--- src/rtl/i2p_pkg.sv ---
package i2p_pkg;

  // ASCII characters the converter reacts to.
  localparam logic [7:0] CH_LPAR    = 8'h28;
  localparam logic [7:0] CH_RPAR    = 8'h29;
  localparam logic [7:0] CH_PLUS    = 8'h2B;
  localparam logic [7:0] CH_MINUS   = 8'h2D;
  localparam logic [7:0] CH_STAR    = 8'h2A;
  localparam logic [7:0] CH_SLASH   = 8'h2F;
  localparam logic [7:0] CH_PERCENT = 8'h25;
  localparam logic [7:0] CH_CARET   = 8'h5E;
  localparam logic [7:0] CH_SPACE   = 8'h20;
  localparam logic [7:0] CH_NEWLINE = 8'h0A;
  localparam logic [7:0] CH_UNKNOWN = 8'h3F;

  typedef logic [2:0] op_code_t;

  localparam op_code_t OP_LPAR  = 3'd0;
  localparam op_code_t OP_PLUS  = 3'd1;
  localparam op_code_t OP_MINUS = 3'd2;
  localparam op_code_t OP_MUL   = 3'd3;
  localparam op_code_t OP_DIV   = 3'd4;
  localparam op_code_t OP_MOD   = 3'd5;
  localparam op_code_t OP_POW   = 3'd6;

  typedef enum logic [2:0] {
    ST_IDLE,
    ST_OPND,
    ST_POP_RD,
    ST_POP_CHK,
    ST_POP_SP,
    ST_FL_SP,
    ST_FL_OP,
    ST_FIN
  } state_t;

  typedef enum logic [2:0] {
    EL_NONE,
    EL_CHAR,
    EL_TOP,
    EL_SPACE,
    EL_NEWLINE
  } elem_sel_t;

  typedef struct packed {
    logic      load;
    elem_sel_t elem;
    logic      pop;
    logic      end_op;
    logic      finish;
  } cmd_t;

  typedef struct packed {
    logic in_is_op;
    logic last;
    logic stop;
    logic cnt_zero;
    logic stall;
  } sts_t;

  function automatic logic is_op(input logic [7:0] ch);
    logic r;
    case (ch)
      CH_LPAR, CH_RPAR, CH_PLUS, CH_MINUS, CH_STAR,
      CH_SLASH, CH_PERCENT, CH_CARET: r = 1'b1;
      default:                        r = 1'b0;
    endcase
    return r;
  endfunction

  function automatic op_code_t op_code(input logic [7:0] ch);
    op_code_t r;
    case (ch)
      CH_PLUS:    r = OP_PLUS;
      CH_MINUS:   r = OP_MINUS;
      CH_STAR:    r = OP_MUL;
      CH_SLASH:   r = OP_DIV;
      CH_PERCENT: r = OP_MOD;
      CH_CARET:   r = OP_POW;
      default:    r = OP_LPAR;
    endcase
    return r;
  endfunction

  // A set bit marks a stacked operator code that ends the popping run.
  // Open parenthesis and caret stop at once, so they only push.
  function automatic logic [7:0] stop_mask(input logic [7:0] ch);
    logic [7:0] r;
    case (ch)
      CH_RPAR, CH_PLUS, CH_MINUS: r = 8'b0000_0001;
      CH_STAR:                    r = 8'b0000_0111;
      CH_SLASH, CH_PERCENT:       r = 8'b0000_1111;
      default:                    r = 8'b1111_1111;
    endcase
    return r;
  endfunction

  function automatic logic [7:0] code_char(input op_code_t code);
    logic [7:0] r;
    case (code)
      OP_LPAR:  r = CH_LPAR;
      OP_PLUS:  r = CH_PLUS;
      OP_MINUS: r = CH_MINUS;
      OP_MUL:   r = CH_STAR;
      OP_DIV:   r = CH_SLASH;
      OP_MOD:   r = CH_PERCENT;
      OP_POW:   r = CH_CARET;
      default:  r = CH_UNKNOWN;
    endcase
    return r;
  endfunction

endpackage

--- src/rtl/infix_to_postfix_converter.sv ---
// Operand request: ST_OPND and ST_FIN lie between acceptance and the next free input slot.
// Operator request: ST_POP_RD, ST_POP_CHK and ST_FIN, plus ST_POP_CHK and ST_POP_SP per
// operator popped, since the stack memory has one registered read port and each pop emits
// two characters. A final request adds ST_FL_SP and ST_FL_OP per flushed operator and
// ST_FL_SP for the newline. The last result of a request moves into the output register in ST_FIN.
// Reset clears the stack count, space filter and overflow flag; stack memory is not cleared.
module infix_to_postfix_converter #(
  parameter int STACK_DEPTH = 16
) (
  input  logic       clk,
  input  logic       rst_n,
  input  logic       in_tvalid,
  output logic       in_tready,
  input  logic [7:0] in_tdata,   // [7:0] in_char
  input  logic       in_tlast,
  output logic       out_tvalid,
  input  logic       out_tready,
  output logic [7:0] out_tdata,  // [7:0] out_char
  output logic       out_tlast,
  output logic       out_tuser   // [0] overflow_seen
);

  i2p_pkg::cmd_t cmd;
  i2p_pkg::sts_t sts;

  i2p_ctrl u_ctrl (
    .clk       (clk),
    .rst_n     (rst_n),
    .in_tvalid (in_tvalid),
    .in_tready (in_tready),
    .sts       (sts),
    .cmd       (cmd)
  );

  i2p_dp #(
    .STACK_DEPTH (STACK_DEPTH)
  ) u_dp (
    .clk        (clk),
    .rst_n      (rst_n),
    .in_tdata   (in_tdata),
    .in_tlast   (in_tlast),
    .cmd        (cmd),
    .sts        (sts),
    .out_tvalid (out_tvalid),
    .out_tready (out_tready),
    .out_tdata  (out_tdata),
    .out_tlast  (out_tlast),
    .out_tuser  (out_tuser)
  );

endmodule

--- src/rtl/i2p_ctrl.sv ---
module i2p_ctrl (
  input  logic          clk,
  input  logic          rst_n,
  input  logic          in_tvalid,
  output logic          in_tready,
  input  i2p_pkg::sts_t sts,
  output i2p_pkg::cmd_t cmd
);

  i2p_pkg::state_t state_r;
  i2p_pkg::state_t state_nxt;

  always_ff @(posedge clk) begin
    if (!rst_n) begin
      state_r <= i2p_pkg::ST_IDLE;
    end else begin
      state_r <= state_nxt;
    end
  end

  always_comb begin
    state_nxt = state_r;
    case (state_r)
      i2p_pkg::ST_IDLE: begin
        if (in_tvalid) begin
          state_nxt = sts.in_is_op ? i2p_pkg::ST_POP_RD : i2p_pkg::ST_OPND;
        end
      end
      i2p_pkg::ST_OPND: begin
        if (!sts.stall) begin
          state_nxt = sts.last ? i2p_pkg::ST_FL_SP : i2p_pkg::ST_FIN;
        end
      end
      i2p_pkg::ST_POP_RD: begin
        state_nxt = i2p_pkg::ST_POP_CHK;
      end
      i2p_pkg::ST_POP_CHK: begin
        if (sts.stop) begin
          state_nxt = sts.last ? i2p_pkg::ST_FL_SP : i2p_pkg::ST_FIN;
        end else if (!sts.stall) begin
          state_nxt = i2p_pkg::ST_POP_SP;
        end
      end
      i2p_pkg::ST_POP_SP: begin
        if (!sts.stall) begin
          state_nxt = i2p_pkg::ST_POP_CHK;
        end
      end
      i2p_pkg::ST_FL_SP: begin
        if (!sts.stall) begin
          state_nxt = sts.cnt_zero ? i2p_pkg::ST_FIN : i2p_pkg::ST_FL_OP;
        end
      end
      i2p_pkg::ST_FL_OP: begin
        if (!sts.stall) begin
          state_nxt = i2p_pkg::ST_FL_SP;
        end
      end
      i2p_pkg::ST_FIN: begin
        if (!sts.stall) begin
          state_nxt = i2p_pkg::ST_IDLE;
        end
      end
      default: begin
        state_nxt = i2p_pkg::ST_IDLE;
      end
    endcase
  end

  always_comb begin
    in_tready  = 1'b0;
    cmd.load   = 1'b0;
    cmd.elem   = i2p_pkg::EL_NONE;
    cmd.pop    = 1'b0;
    cmd.end_op = 1'b0;
    cmd.finish = 1'b0;
    case (state_r)
      i2p_pkg::ST_IDLE: begin
        in_tready = 1'b1;
        cmd.load  = in_tvalid;
      end
      i2p_pkg::ST_OPND: begin
        cmd.elem = i2p_pkg::EL_CHAR;
      end
      i2p_pkg::ST_POP_RD: begin
      end
      i2p_pkg::ST_POP_CHK: begin
        if (sts.stop) begin
          cmd.end_op = 1'b1;
        end else begin
          cmd.elem = i2p_pkg::EL_TOP;
          cmd.pop  = 1'b1;
        end
      end
      i2p_pkg::ST_POP_SP: begin
        cmd.elem = i2p_pkg::EL_SPACE;
      end
      i2p_pkg::ST_FL_SP: begin
        cmd.elem = sts.cnt_zero ? i2p_pkg::EL_NEWLINE : i2p_pkg::EL_SPACE;
      end
      i2p_pkg::ST_FL_OP: begin
        cmd.elem = i2p_pkg::EL_TOP;
        cmd.pop  = 1'b1;
      end
      i2p_pkg::ST_FIN: begin
        cmd.finish = 1'b1;
      end
      default: begin
      end
    endcase
  end

endmodule

--- src/rtl/i2p_dp.sv ---
module i2p_dp #(
  parameter int STACK_DEPTH = 16
) (
  input  logic          clk,
  input  logic          rst_n,
  input  logic [7:0]    in_tdata,
  input  logic          in_tlast,
  input  i2p_pkg::cmd_t cmd,
  output i2p_pkg::sts_t sts,
  output logic          out_tvalid,
  input  logic          out_tready,
  output logic [7:0]    out_tdata,
  output logic          out_tlast,
  output logic          out_tuser
);

  localparam int CW = $clog2(STACK_DEPTH + 1);
  localparam int AW = $clog2(STACK_DEPTH);

  i2p_pkg::op_code_t mem [STACK_DEPTH];
  i2p_pkg::op_code_t rd_r;

  logic [7:0]   cur_char_r;
  logic         cur_last_r;
  logic [CW-1:0] cnt_r, cnt_nxt;
  logic         first_r, first_nxt;
  logic         srun_r, srun_nxt;
  logic         ovf_r, ovf_nxt;
  logic         hold_v_r, hold_v_nxt;
  logic [7:0]   hold_char_r;
  logic         hold_ovf_r;
  logic         out_v_r, out_v_nxt;
  logic [7:0]   out_char_r;
  logic         out_last_r;
  logic         out_ovf_r;

  i2p_pkg::op_code_t cur_code;
  logic [7:0]   mask;
  logic         is_close;
  logic         cnt_zero;
  logic         full;
  logic [7:0]   ch;
  logic         pass;
  logic         out_free;
  logic         need_out;
  logic         stall;
  logic         go;
  logic         push_en;
  logic         shift_out;
  logic         final_out;
  logic [AW-1:0] rd_addr;
  logic [CW-1:0] cnt_m1;

  assign cur_code = i2p_pkg::op_code(cur_char_r);
  assign mask     = i2p_pkg::stop_mask(cur_char_r);
  assign is_close = (cur_char_r == i2p_pkg::CH_RPAR);
  assign cnt_zero = (cnt_r == '0);
  assign full     = (cnt_r == CW'(STACK_DEPTH));
  assign cnt_m1   = cnt_r - CW'(1);
  assign rd_addr  = cnt_m1[AW-1:0];

  always_comb begin
    case (cmd.elem)
      i2p_pkg::EL_CHAR:    ch = cur_char_r;
      i2p_pkg::EL_TOP:     ch = i2p_pkg::code_char(rd_r);
      i2p_pkg::EL_SPACE:   ch = i2p_pkg::CH_SPACE;
      i2p_pkg::EL_NEWLINE: ch = i2p_pkg::CH_NEWLINE;
      default:             ch = i2p_pkg::CH_SPACE;
    endcase
  end

  // A space is dropped when it is the first element of an expression and right after
  // another output space; the newline always goes out.
  assign pass = (cmd.elem != i2p_pkg::EL_NONE) &&
                ((cmd.elem == i2p_pkg::EL_NEWLINE) ||
                 !((ch == i2p_pkg::CH_SPACE) && (first_r || srun_r)));

  // The newest element waits in the hold stage until the next one shows
  // whether it is the last of its request.
  assign out_free  = !out_v_r || out_tready;
  assign need_out  = (pass || cmd.finish) && hold_v_r;
  assign stall     = need_out && !out_free;
  assign go        = !stall;
  assign push_en   = go && cmd.end_op && !is_close && !full;
  assign shift_out = go && pass && hold_v_r;
  assign final_out = go && cmd.finish && hold_v_r;

  assign sts.in_is_op = i2p_pkg::is_op(in_tdata);
  assign sts.last     = cur_last_r;
  assign sts.stop     = cnt_zero || mask[rd_r];
  assign sts.cnt_zero = cnt_zero;
  assign sts.stall    = stall;

  always_ff @(posedge clk) begin
    if (push_en) begin
      mem[cnt_r[AW-1:0]] <= cur_code;
    end
    rd_r <= mem[rd_addr];
  end

  always_ff @(posedge clk) begin
    if (cmd.load) begin
      cur_char_r <= in_tdata;
      cur_last_r <= in_tlast;
    end
    if (go && pass) begin
      hold_char_r <= ch;
      hold_ovf_r  <= (cmd.elem == i2p_pkg::EL_NEWLINE) ? ovf_r : 1'b0;
    end
    if (shift_out || final_out) begin
      out_char_r <= hold_char_r;
      out_ovf_r  <= hold_ovf_r;
      out_last_r <= final_out;
    end
  end

  always_comb begin
    cnt_nxt    = cnt_r;
    first_nxt  = first_r;
    srun_nxt   = srun_r;
    ovf_nxt    = ovf_r;
    hold_v_nxt = hold_v_r;
    out_v_nxt  = out_v_r && !out_tready;

    if (go) begin
      if (cmd.pop) begin
        cnt_nxt = cnt_m1;
      end
      if (cmd.end_op) begin
        if (is_close) begin
          if (!cnt_zero) begin
            cnt_nxt = cnt_m1;
          end
        end else if (full) begin
          ovf_nxt = 1'b1;
        end else begin
          cnt_nxt = cnt_r + CW'(1);
        end
      end
      if (cmd.elem == i2p_pkg::EL_NEWLINE) begin
        first_nxt = 1'b1;
        srun_nxt  = 1'b0;
        ovf_nxt   = 1'b0;
      end else if (cmd.elem != i2p_pkg::EL_NONE) begin
        if (ch == i2p_pkg::CH_SPACE) begin
          if (first_r) begin
            first_nxt = 1'b0;
          end else begin
            srun_nxt = 1'b1;
          end
        end else begin
          first_nxt = 1'b0;
          srun_nxt  = 1'b0;
        end
      end
      if (pass) begin
        hold_v_nxt = 1'b1;
      end else if (final_out) begin
        hold_v_nxt = 1'b0;
      end
    end
    if (shift_out || final_out) begin
      out_v_nxt = 1'b1;
    end
  end

  always_ff @(posedge clk) begin
    if (!rst_n) begin
      cnt_r    <= '0;
      first_r  <= 1'b1;
      srun_r   <= 1'b0;
      ovf_r    <= 1'b0;
      hold_v_r <= 1'b0;
      out_v_r  <= 1'b0;
    end else begin
      cnt_r    <= cnt_nxt;
      first_r  <= first_nxt;
      srun_r   <= srun_nxt;
      ovf_r    <= ovf_nxt;
      hold_v_r <= hold_v_nxt;
      out_v_r  <= out_v_nxt;
    end
  end

  assign out_tvalid = out_v_r;
  assign out_tdata  = out_char_r;
  assign out_tlast  = out_last_r;
  assign out_tuser  = out_ovf_r;

endmodule

--- config.mk ---
export PLATFORM = sky130hd
export DESIGN_NAME = infix_to_postfix_converter
export DESIGN_NICKNAME = d
export VERILOG_FILES = /design/src/rtl/i2p_pkg.sv /design/src/rtl/infix_to_postfix_converter.sv /design/src/rtl/i2p_ctrl.sv /design/src/rtl/i2p_dp.sv
export SDC_FILE = /design/constraint.sdc
export NUM_CORES = 1
export LEC_CHECK = 0
export BUFFER_PORTS_ARGS = -buffer_cell sky130_fd_sc_hd__buf_2
export CORE_MARGIN = 2
export CORE_UTILIZATION = 31
export DETAILED_ROUTE_END_ITERATION = 7
export GPL_ROUTABILITY_DRIVEN = 0
export GPL_TIMING_DRIVEN = 1
export PLACE_DENSITY_LB_ADDON = 0.12
export SYNTH_ARGS = -nofsm -noshare
export SYNTH_HDL_FRONTEND = slang
export SYNTH_SLANG_ARGS = --single-unit
--- constraint.sdc ---
create_clock -name clk -period 11.3 [get_ports clk]
set_input_delay 1.13 -clock clk [delete_from_list [all_inputs] [get_ports clk]]
set_output_delay 1.13 -clock clk [all_outputs]
set_load 0.005 [all_outputs]
==> results by group, run 1 <==
Power
  • P_leak: 1.583 nW
  • PD cells: 189.4 nW/um2
  • Worst vdd ir: between 0.08 and 0.09 mV

Clock tree
  • Total number of H-tree levels: 3
  • Clock Sinks: 92
  • Number of setup buffers added after CTS: 0
  • Root buf cell: clkbuf_16
  • Cts hold-fix bufs: 0
  • Clk slew on worst S/H paths: about 0.06 ns
  • CTS tree: done
  • PostCTS Resize Cnt: 0
  • Clock Latency Late Sink: 0.35 ns
  • TritonCTS Buffers: 9
  • Max Buffers Root-to-Sink: 2

Timing
  • Final Skew: 0.009556 ns
  • Peak Freq: 245.1 MHz
  • Tcrit/Tclk final: 36.10%
  • Setup TNS Final: 0 ns
  • Max-slew headroom: 27.45%
  • Pins Over Slew Limit: 0
  • Worst Tran Pin Value: 1.087 ns
  • Final setup violation count: 0
  • RSZ-0062 raised after global routing: no
  • Hold violation count in the final report: 0
  • Final min period: 4.079 ns

Status
  • Status: finished clean

Logic synthesis
  • Avg Inst Size Synth: 12.87 um2
  • Asr flop ratio synth: 0%
  • Number of enable flip-flop cells after synthesis: 76
  • Post-Synthesis Cells: 335
  • Warnings, synthesis: 0
  • Synth cell types: between 60 and 70
  • Syn Nets: 352
  • Seq/Total Area, Yosys: about 60%
  • Seq cells post-synth: 92
  • Main synth FF type: edfxtp_1
  • Syn Std Cell Area: ~4300 um2

Place
  • Final HPWL DP: between 6000 and 7000 um
  • Dpl cell area: 4596 um2
  • IO buf count: 24

Final layout
  • Diode count: 0
  • Commonest cells after routing, fill and taps aside: 76 x edfxtp_1, 35 x nand2_1, 31 x nor2_1
  • NumNets Final: roughly 370
  • Design area: a little under 5000 um2
  • Synth-to-Final Area Change: 13.56%
  • Share of post-route cells with drive strength above 1: 18.01%
  • Most common cell after layout, fill and taps aside: edfxtp_1

Floorplan
  • Io pins: 25
  • Total die area: 14860 um2
  • Initial Util: a little under a third
  • Core Region: around 14000 um2
  • Chip width: 121.9 um
  • Die height: 121.9 um
  • FP Rows: 43

Global route
  • Number of global-route vias before repair: 2800
  • First-pass GRT wire length: 15460 um
  • Antenna violations before repair: 0
  • Largest net degree at the start of global routing: 22
  • GRT Resource Usage Total: between 10 and 15%
  • Congestion Overflow GR: 0

Setup path
  • Critical path, cell by cell: inv_1 > ha_1 > nor4b_4 > a211o_1 > o21ai_0 > a32oi_1 > and2_1 > o21a_1 > nor2_1
  • Startpoint Class: flip-flop
  • Critical-path maximum fanout: 21
  • Critical Path AT: 4.05 ns
  • CP Capture Type: flip-flop
  • WP data required: 11.27 ns
  • WS Path Type: flip-flop to flip-flop
  • CP peak stage delay: 1.03 ns
  • Slowest-stage cell, CP: dfxtp_1
  • FF-to-FF setup slack: 7.22 ns

Drt
  • Residual DRC count: 0
  • Drt pass-1 iters: 4
  • Routed wire length: ~9500 um
  • Via density: 5.120
  • Final ANT Viol Nets: 0
  • Routed len/inst: 17.61 um
  • Iter 0 DRT Violations: 187
  • Via Count: 2770

Job
  • Max cap viols: 0

Hold path
  • Min-delay worst type: flip-flop to flip-flop
## worst paths after layout
check | startpoint | endpoint | cells after the start
setup / recovery | u_dp.cnt_r[0]$_SDFFE_PN0P_ | u_dp.out_tdata[4]$_DFFE_PP_ | 9
hold / removal | u_dp.hold_char_r[4]$_DFFE_PP_ | u_dp.out_tdata[4]$_DFFE_PP_ | 0
setup reg to reg | u_dp.cnt_r[0]$_SDFFE_PN0P_ | u_dp.out_tdata[4]$_DFFE_PP_ | 9
hold reg to reg | u_dp.hold_char_r[4]$_DFFE_PP_ | u_dp.out_tdata[4]$_DFFE_PP_ | 0
## stage by stage
stage                     hold WS [ns]  power, mW  instances  utilization [%]  setup slack, ns
after global placement          0.4030     0.6357        525            33.50            7.295
after floorplan                 0.4003     0.5848        335                -            7.736
after CTS                       0.4202     0.9381        541            35.68            7.123
after detailed placement        0.4045     0.6367        525            33.50            7.152
after global routing            0.4203     0.9772        541            35.68            6.785
final                           0.4189     0.9271        541            35.68            7.221
## worst max-delay path: cells and delay by family (launching register included)
family                     cells  cell delay [ns]
DFF                            1             1.03
AOI/OAI and AO/OA              4             1.03
and+or+nand+nor                3             1.01
adders and majority gates      1             0.38
buffers and inverters          1             0.26
## cell type report
class | count | area (um2)
multi-input combinational | 220 | 1607
tap | 180 | 225.2
fill | 1346 | 8825
clock inverter | 7 | 73.82
sequential | 92 | 2603
timing repair buffer | 26 | 135.1
clock buffer | 9 | 225.2
inverter | 7 | 26.28
## power by group
group	switching, mW	internal [mW]
clock network	0.127	0.172
registers	0.0374	0.398
logic	0.101	0.0916
## cell usage after synthesis (3+ instances only)
library cell,instances,area share [%]
edfxtp_1,76,53
nand2_1,35,3.0
nor2_1,31,2.7
dfxtp_1,16,7.4
mux4_2,15,7.8
o21ai_0,13,1.5
a21oi_1,12,1.4
nor3_1,11,1.3
clkbuf_1,8,0.70
nand2b_1,8,1.2
nand3_1,8,0.93
inv_1,6,0.52
nand3b_1,5,0.87
nor2b_1,5,0.73
and2_1,4,0.58
buf_2,4,0.46
ha_1,4,1.2
o21a_1,4,0.70
a221o_1,3,0.70
a22o_1,3,0.61
a31oi_1,3,0.44
a32oi_1,3,0.61
and3_1,3,0.44
o22ai_1,3,0.44
o31ai_1,3,0.52
xnor2_1,3,0.61
## flip-flops by register name, indices dropped and copies added (netlist names), 3 cells and up
signal	cells
u_dp.mem	48
u_dp.cur_char_r	8
u_dp.hold_char_r	8
u_dp.out_tdata	8
u_dp.cnt_r	5
u_ctrl.state_r	3
u_dp.rd_r	3
## layer usage
| metal | global-route usage (%) | up-vias | share of wire (%) |
|---|---|---|---|
| met3 | 4.167 | 10 | 3.7 |
| met2 | 23.57 | 50 | 50 |
| met5 | 0 | - | 0 |
| met1 | 17.26 | 1383 | 45 |
| met4 | 3.951 | 0 | 1.3 |
| li1 | - | 1327 | - |
## cell families after synthesis
family	share of synthesized area (%)
xor+xnor	0.8129
mux	8.302
fa+ha+maj	1.161
buf+inv	2.351
simple gates	15.79
compound gates	11.21
flops	60.38
(Power assumes the default switching activity.)
==> run 2, diff against run 1 <==
==> constraint.sdc (replaced) <==
create_clock -name clk -period 3.6 [get_ports clk]
set_input_delay 0.36 -clock clk [delete_from_list [all_inputs] [get_ports clk]]
set_output_delay 0.36 -clock clk [all_outputs]
set_load 0.005 [all_outputs]
==> results by group, run 2 (same netlist as run 1, synthesis figures left out) <==
Drt
  • Iter 0 DRT Violations: 221 (+18%)
  • Routed len/inst: 17.50 um (-0.62%)
  • Via Count: 2763 (-0.25%)
  • Final ANT Viol Nets: 0 (unchanged)
  • Routed wire length: 9608 um (+0.85%)
  • Residual DRC count: 0 (unchanged)
  • Via density: 5.033 (-1.7%)
  • Drt pass-1 iters: 4 (unchanged)

Setup path
  • Critical Path AT: 3.21 ns (-0.84 ns)
  • Slowest-stage cell, CP: a211oi_4
  • CP peak stage delay: 0.60 ns (-0.43 ns)
  • Critical path, cell by cell: inv_1 > ha_1 > nor4b_4 > a211o_1 > o21ai_0 > a32oi_1 > a211oi_4 > o21ai_0 > nand2b_1
  • WS Path Type: flip-flop to flip-flop
  • CP Capture Type: flip-flop
  • Cell mode on critical path: o21ai_0
  • WP data required: 3.84 ns (-7.43 ns)
  • Startpoint Class: flip-flop
  • Critical-path maximum fanout: 12 (-43%)

Final layout
  • Most common cell after layout, fill and taps aside: edfxtp_1
  • Share of post-route cells with drive strength above 1: 19.51% (+1.5 points)
  • Diode count: 0 (unchanged)
  • Commonest cells after routing, fill and taps aside: 76 x edfxtp_1, 35 x nand2_1, 31 x nor2_1
  • Synth-to-Final Area Change: 14.19%
  • Non-filler instance count after layout: 549 (+1.5%)
  • Max reg flops: 48 (unchanged)
  • Design area: 4922 um2 (+0.56%)
  • NumNets Final: 381 (+2.1%)
  • Final core occ: 35.88% (+0.20 points)

Status
  • Status: finished clean

Timing
  • Setup TNS Final: 0 ns (unchanged)
  • Final setup violation count: 0 (unchanged)
  • RSZ-0062 raised after global routing: no
  • Worst Tran Pin Value: 0.7171 ns (-0.3696 ns)
  • Pins Over Slew Limit: 0 (unchanged)
  • Final Skew: 0.008338 ns (-0.001218 ns)
  • Final min period: 2.972 ns (-1.107 ns)
  • Peak Freq: 336.5 MHz (+37%)
  • Hold violation count in the final report: 0 (unchanged)
  • Fin Hold WS: 0.1913 ns (-0.2276 ns)
  • Max-slew headroom: 52.09% (+25 points)
  • Tcrit/Tclk final: 82.56% (+46 points)
  • Fin worst setup slack: 0.6279 ns (-6.593 ns)

Floorplan
  • FP Rows: 43 (unchanged)
  • Die height: 121.9 um (unchanged)
  • Initial Util: 31.42% (unchanged)
  • Core Region: 13720 um2 (unchanged)
  • Total die area: 14860 um2 (unchanged)
  • Chip width: 121.9 um (unchanged)
  • Io pins: 25 (unchanged)

Power
  • PD cells: 580.0 nW/um2 (+210%)
  • Worst vdd ir: 0.2129 mV (+160%)
  • P_leak: 1.610 nW (+1.7%)
  • Total power: 2.855 mW (+210%)

Global route
  • Antenna violations before repair: 0 (unchanged)
  • Number of global-route vias before repair: 2897 (+3.5%)
  • Largest net degree at the start of global routing: 21 (-4.5%)
  • First-pass GRT wire length: 15590 um (+0.89%)
  • GRT Resource Usage Total: 14.12% (+0.20 points)
  • Congestion Overflow GR: 0 (unchanged)

Clock tree
  • Root buf cell: clkbuf_16
  • Clock Latency Late Sink: 0.34 ns (about the same)
  • Clk slew on worst S/H paths: 0.07 ns (about the same)
  • Total number of H-tree levels: 3 (unchanged)
  • CTS tree: done
  • PostCTS Resize Cnt: 0 (unchanged)
  • TritonCTS Buffers: 9 (unchanged)
  • Max Buffers Root-to-Sink: 2 (unchanged)
  • Number of setup buffers added after CTS: 0 (unchanged)
  • Clock Sinks: 92 (unchanged)
  • Cts hold-fix bufs: 0 (unchanged)

Place
  • Dpl cell area: 4656 um2 (+1.3%)
  • Worst slack at placement: 0.6515 ns (-6.501 ns)
  • Inst Count DP: 533 (+1.5%)
  • IO buf count: 24 (unchanged)
  • Final HPWL DP: 6994 um (+2.9%)

Job
  • Max cap viols: 0 (unchanged)

Hold path
  • Min-delay worst type: input pin to flip-flop
==> run 2: cell count changes in the layout (fill, tap and decap cells not counted) <==
| cell | previous run | this run |
|---|---|---|
| buf_4 | 2 | 10 |
| bufinv_16 | 1 | 0 |
| clkbuf_1 | 0 | 1 |
| clkinv_2 | 0 | 1 |
| clkinv_4 | 1 | 0 |
| inv_6 | 1 | 2 |
| inv_8 | 1 | 0 |
==> run 2: path summary, 6_finish.rpt <==
check | end | depth (start not counted) | slack (ns) | start
worst max-delay path | u_dp.first_r$_SDFFE_PN1P_ | 9 | 0.63 | u_dp.cnt_r[1]$_SDFFE_PN0P_
worst min-delay path | u_dp.cur_last_r$_DFFE_PP_ | 1 | 0.19 | in_tlast
worst max register to register | u_dp.first_r$_SDFFE_PN1P_ | 9 | 0.63 | u_dp.cnt_r[1]$_SDFFE_PN0P_
worst min register to register | u_dp.out_tdata[0]$_DFFE_PP_ | 0 | 0.41 | u_dp.hold_char_r[0]$_DFFE_PP_
==> run 2: per-layer routing <==
metal | track usage (%) | part of all wire, % | wire, um | vias up
li1 | - | - | - | 1338
met1 | 16.76 | 44 | 4196 | 1356
met4 | 6.394 | 2.2 | 214 | 0
met3 | 3.652 | 3.3 | 313 | 15
met2 | 24.02 | 51 | 4883 | 54
met5 | 0 | 0 | 0 | -
==> run 2: final cells by class <==
class,count,area (um2)
flip-flops and latches,92,2603
fillers,1348,8797
clock buffers,10,229.0
clock inverters,6,37.54
inverters,7,26.28
repair buffers,34,195.2
well taps,180,225.2
multi-input cells,220,1607
==> run 2: worst max-delay path, delay by kind of cell, from the launching register on <==
kind | cells | cell delay, ns
AOI/OAI and AO/OA | 5 | 1.68
buffers and inverters | 1 | 0.11
and+or+nand+nor | 2 | 0.37
DFF | 1 | 0.42
adders and majority gates | 1 | 0.29
==> run 2: report_power, final <==
group	leakage (nW)	total (mW)	internal [mW]	switching [mW]
Clock	0.128	0.860	0.467	0.393
Combinational	0.658	0.670	0.305	0.366
Sequential	0.824	1.32	1.25	0.0753
Total	1.61	2.85	2.02	0.834
==> run 3, diff against run 2 <==
==> constraint.sdc (replaced) <==
create_clock -name clk -period 2.67 [get_ports clk]
set_input_delay 0.267 -clock clk [delete_from_list [all_inputs] [get_ports clk]]
set_output_delay 0.267 -clock clk [all_outputs]
set_load 0.005 [all_outputs]
==> results by group, run 3 (same netlist as run 1, synthesis figures left out) <==
Status
  • Status: finished clean

Final layout
  • Design area: 5152 um2 (+4.7%)
  • Final core occ: 37.56% (+1.7 points)
  • NumNets Final: 407 (+6.8%)
  • Most common cell after layout, fill and taps aside: edfxtp_1
  • Share of post-route cells with drive strength above 1: 26.33% (+6.8 points)
  • Diode count: 0 (unchanged)
  • Max reg flops: 48 (unchanged)
  • Synth-to-Final Area Change: 19.54%
  • Commonest cells after routing, fill and taps aside: 76 x edfxtp_1, 35 x nand2_1, 35 x buf_4

Clock tree
  • Max Buffers Root-to-Sink: 2 (unchanged)
  • Root buf cell: clkbuf_16
  • Total number of H-tree levels: 3 (unchanged)
  • Clk slew on worst S/H paths: 0.06 ns (about the same)
  • Clock Latency Late Sink: 0.34 ns (about the same)
  • Cts hold-fix bufs: 0 (unchanged)
  • TritonCTS Buffers: 9 (unchanged)
  • CTS tree: done
  • Clock Sinks: 92 (unchanged)

Setup path
  • FF-to-FF setup slack: 0.18 ns (-0.45 ns)
  • WP data required: 2.71 ns (-1.13 ns)
  • Critical-path maximum fanout: 5 (-7)
  • Startpoint Class: flip-flop
  • Worst r2r src: u_dp.cur_char_r[1]$_DFFE_PP_
  • R2R cell count: 8 (-1)
  • CP Capture Type: flip-flop
  • WS Path Type: flip-flop to flip-flop
  • Reg2reg end: u_dp.out_tdata[3]$_DFFE_PP_
  • Critical Path AT: 2.53 ns (-0.68 ns)

Drt
  • Wire length on met3: 276 um (-12%)
  • DRT met1 WL: 4212 um (+0.38%)
  • Via density: 4.918 (-2.3%)
  • Routed len/inst: 16.84 um (-3.8%)
  • Iter 0 DRT Violations: 148 (-33%)
  • WL met2: 5037 um (+3.2%)
  • Routed wire length: 9685 um (+0.80%)
  • Via Count: 2828 (+2.4%)
  • Final ANT Viol Nets: 0 (unchanged)
  • Residual DRC count: 0 (unchanged)
  • Drt pass-1 iters: 4 (unchanged)
  • Top routing layer used: met4

Floorplan
  • Initial Util: 31.42% (unchanged)
  • Io pins: 25 (unchanged)
  • Total die area: 14860 um2 (unchanged)
  • Core Region: 13720 um2 (unchanged)
  • FP Rows: 43 (unchanged)
  • Die height: 121.9 um (unchanged)
  • Chip width: 121.9 um (unchanged)

Timing
  • Worst Tran Pin Value: 0.5964 ns (-0.1207 ns)
  • Fin Hold WS: 0.1038 ns (-0.08752 ns)
  • Peak Freq: 401.7 MHz (+19%)
  • Tcrit/Tclk final: 93.23% (+11 points)
  • Hold violation count in the final report: 0 (unchanged)
  • Max-slew headroom: 60.24% (+8.1 points)
  • Final min period: 2.489 ns (-0.4830 ns)
  • Pins Over Slew Limit: 0 (unchanged)
  • Final Skew: 0.008453 ns (+0.0001158 ns)
  • Final setup violation count: 0 (unchanged)
  • Fin worst setup slack: 0.1809 ns (-0.4470 ns)
  • Setup TNS Final: 0 ns (unchanged)
  • RSZ-0062 raised after global routing: no

Global route
  • Largest net degree at the start of global routing: 21 (unchanged)
  • Congestion Overflow GR: 0 (unchanged)
  • First-pass GRT wire length: 15790 um (+1.3%)
  • Number of global-route vias before repair: 3001 (+3.6%)
  • Antenna violations before repair: 0 (unchanged)
  • GRT Resource Usage Total: 14.10% (-0.020 points)

Power
  • PD cells: 775.7 nW/um2 (+34%)
  • Worst vdd ir: 0.4264 mV (+100%)
  • P_leak: 1.740 nW (+8.0%)

Place
  • Dpl cell area: 4852 um2 (+4.2%)
  • IO buf count: 24 (unchanged)
  • Worst slack at placement: 0.09774 ns (-0.5537 ns)
  • Final HPWL DP: 7126 um (+1.9%)

Job
  • Max cap viols: 0 (unchanged)

Hold path
  • Worst min-delay path startpoint: in_tlast
  • Min-delay worst type: input pin to flip-flop
  • Worst hold stages: 1 (unchanged)
  • Worst Hold Path EP: u_dp.cur_last_r$_DFFE_PP_
==> run 3: through the flow <==
stage,std cells,power [mW]
floorplan,335,2.518
global placement,556,2.839
detailed placement,556,2.847
CTS,572,4.029
global route,575,4.207
finish,575,3.997
==> run 3: worst max-delay path by stage <==
stage | slack (ns) | cells past startpoint | start | to
2_1_floorplan | 0.03 | 11 | u_dp.cnt_r[0]$_SDFFE_PN0P_ | u_dp.out_tdata[0]$_DFFE_PP_
3_3_place_gp | 0.14 | 8 | u_dp.cur_char_r[1]$_DFFE_PP_ | u_dp.out_tdata[6]$_DFFE_PP_
3_5_place_dp | 0.1 | 8 | u_dp.cur_char_r[1]$_DFFE_PP_ | u_dp.out_tdata[2]$_DFFE_PP_
4_1_cts | 0.07 | 8 | u_dp.cur_char_r[1]$_DFFE_PP_ | u_dp.out_tdata[3]$_DFFE_PP_
5_1_grt | 0.02 | 10 | u_dp.cnt_r[1]$_SDFFE_PN0P_ | u_dp.cnt_r[4]$_SDFFE_PN0P_
6_report | 0.18 | 8 | u_dp.cur_char_r[1]$_DFFE_PP_ | u_dp.out_tdata[3]$_DFFE_PP_
==> run 3: layout make-up <==
| type | count | area [um2] |
|---|---|---|
| clock buffer | 13 | 250.2 |
| clock inverter | 3 | 21.27 |
| fill | 1360 | 8567 |
| inverter | 7 | 26.28 |
| multi-input combinational | 221 | 1643 |
| sequential | 92 | 2604 |
| tap | 180 | 225.2 |
| timing repair buffer | 59 | 382.9 |
==> run 3: metal layers <==
layer | vias to the layer above | track usage, %
li1 | 1391 | -
met1 | 1383 | 16.41
met2 | 43 | 25.38
met3 | 11 | 3.605
met4 | 0 | 4.382
met5 | - | 0
==> run 3: power breakdown <==
part	switching, mW	total (mW)	leakage, nW	internal, mW
Clock	0.519	1.18	0.130	0.659
Sequential	0.0662	1.75	0.825	1.68
Combinational	0.568	1.07	0.785	0.499
Total	1.15	4.00	1.74	2.84
==> run 3: repair_timing <==
| item | CTS | global route |
|---|---|---|
| buffers inserted | 0 | 2 |
| endpoints found under the setup margin | 0 | 26 |
| resized for setup | 0 | 2 |
==> run 3: critical path: stages (launching register included) <==
cell,delay (ns)
edfxtp_1,0.44
and2b_1,0.26
nand2_1,0.10
a2111o_1,0.40
a22o_4,0.23
and3_4,0.16
and2_1,0.16
o21a_1,0.26
nor2_4,0.18
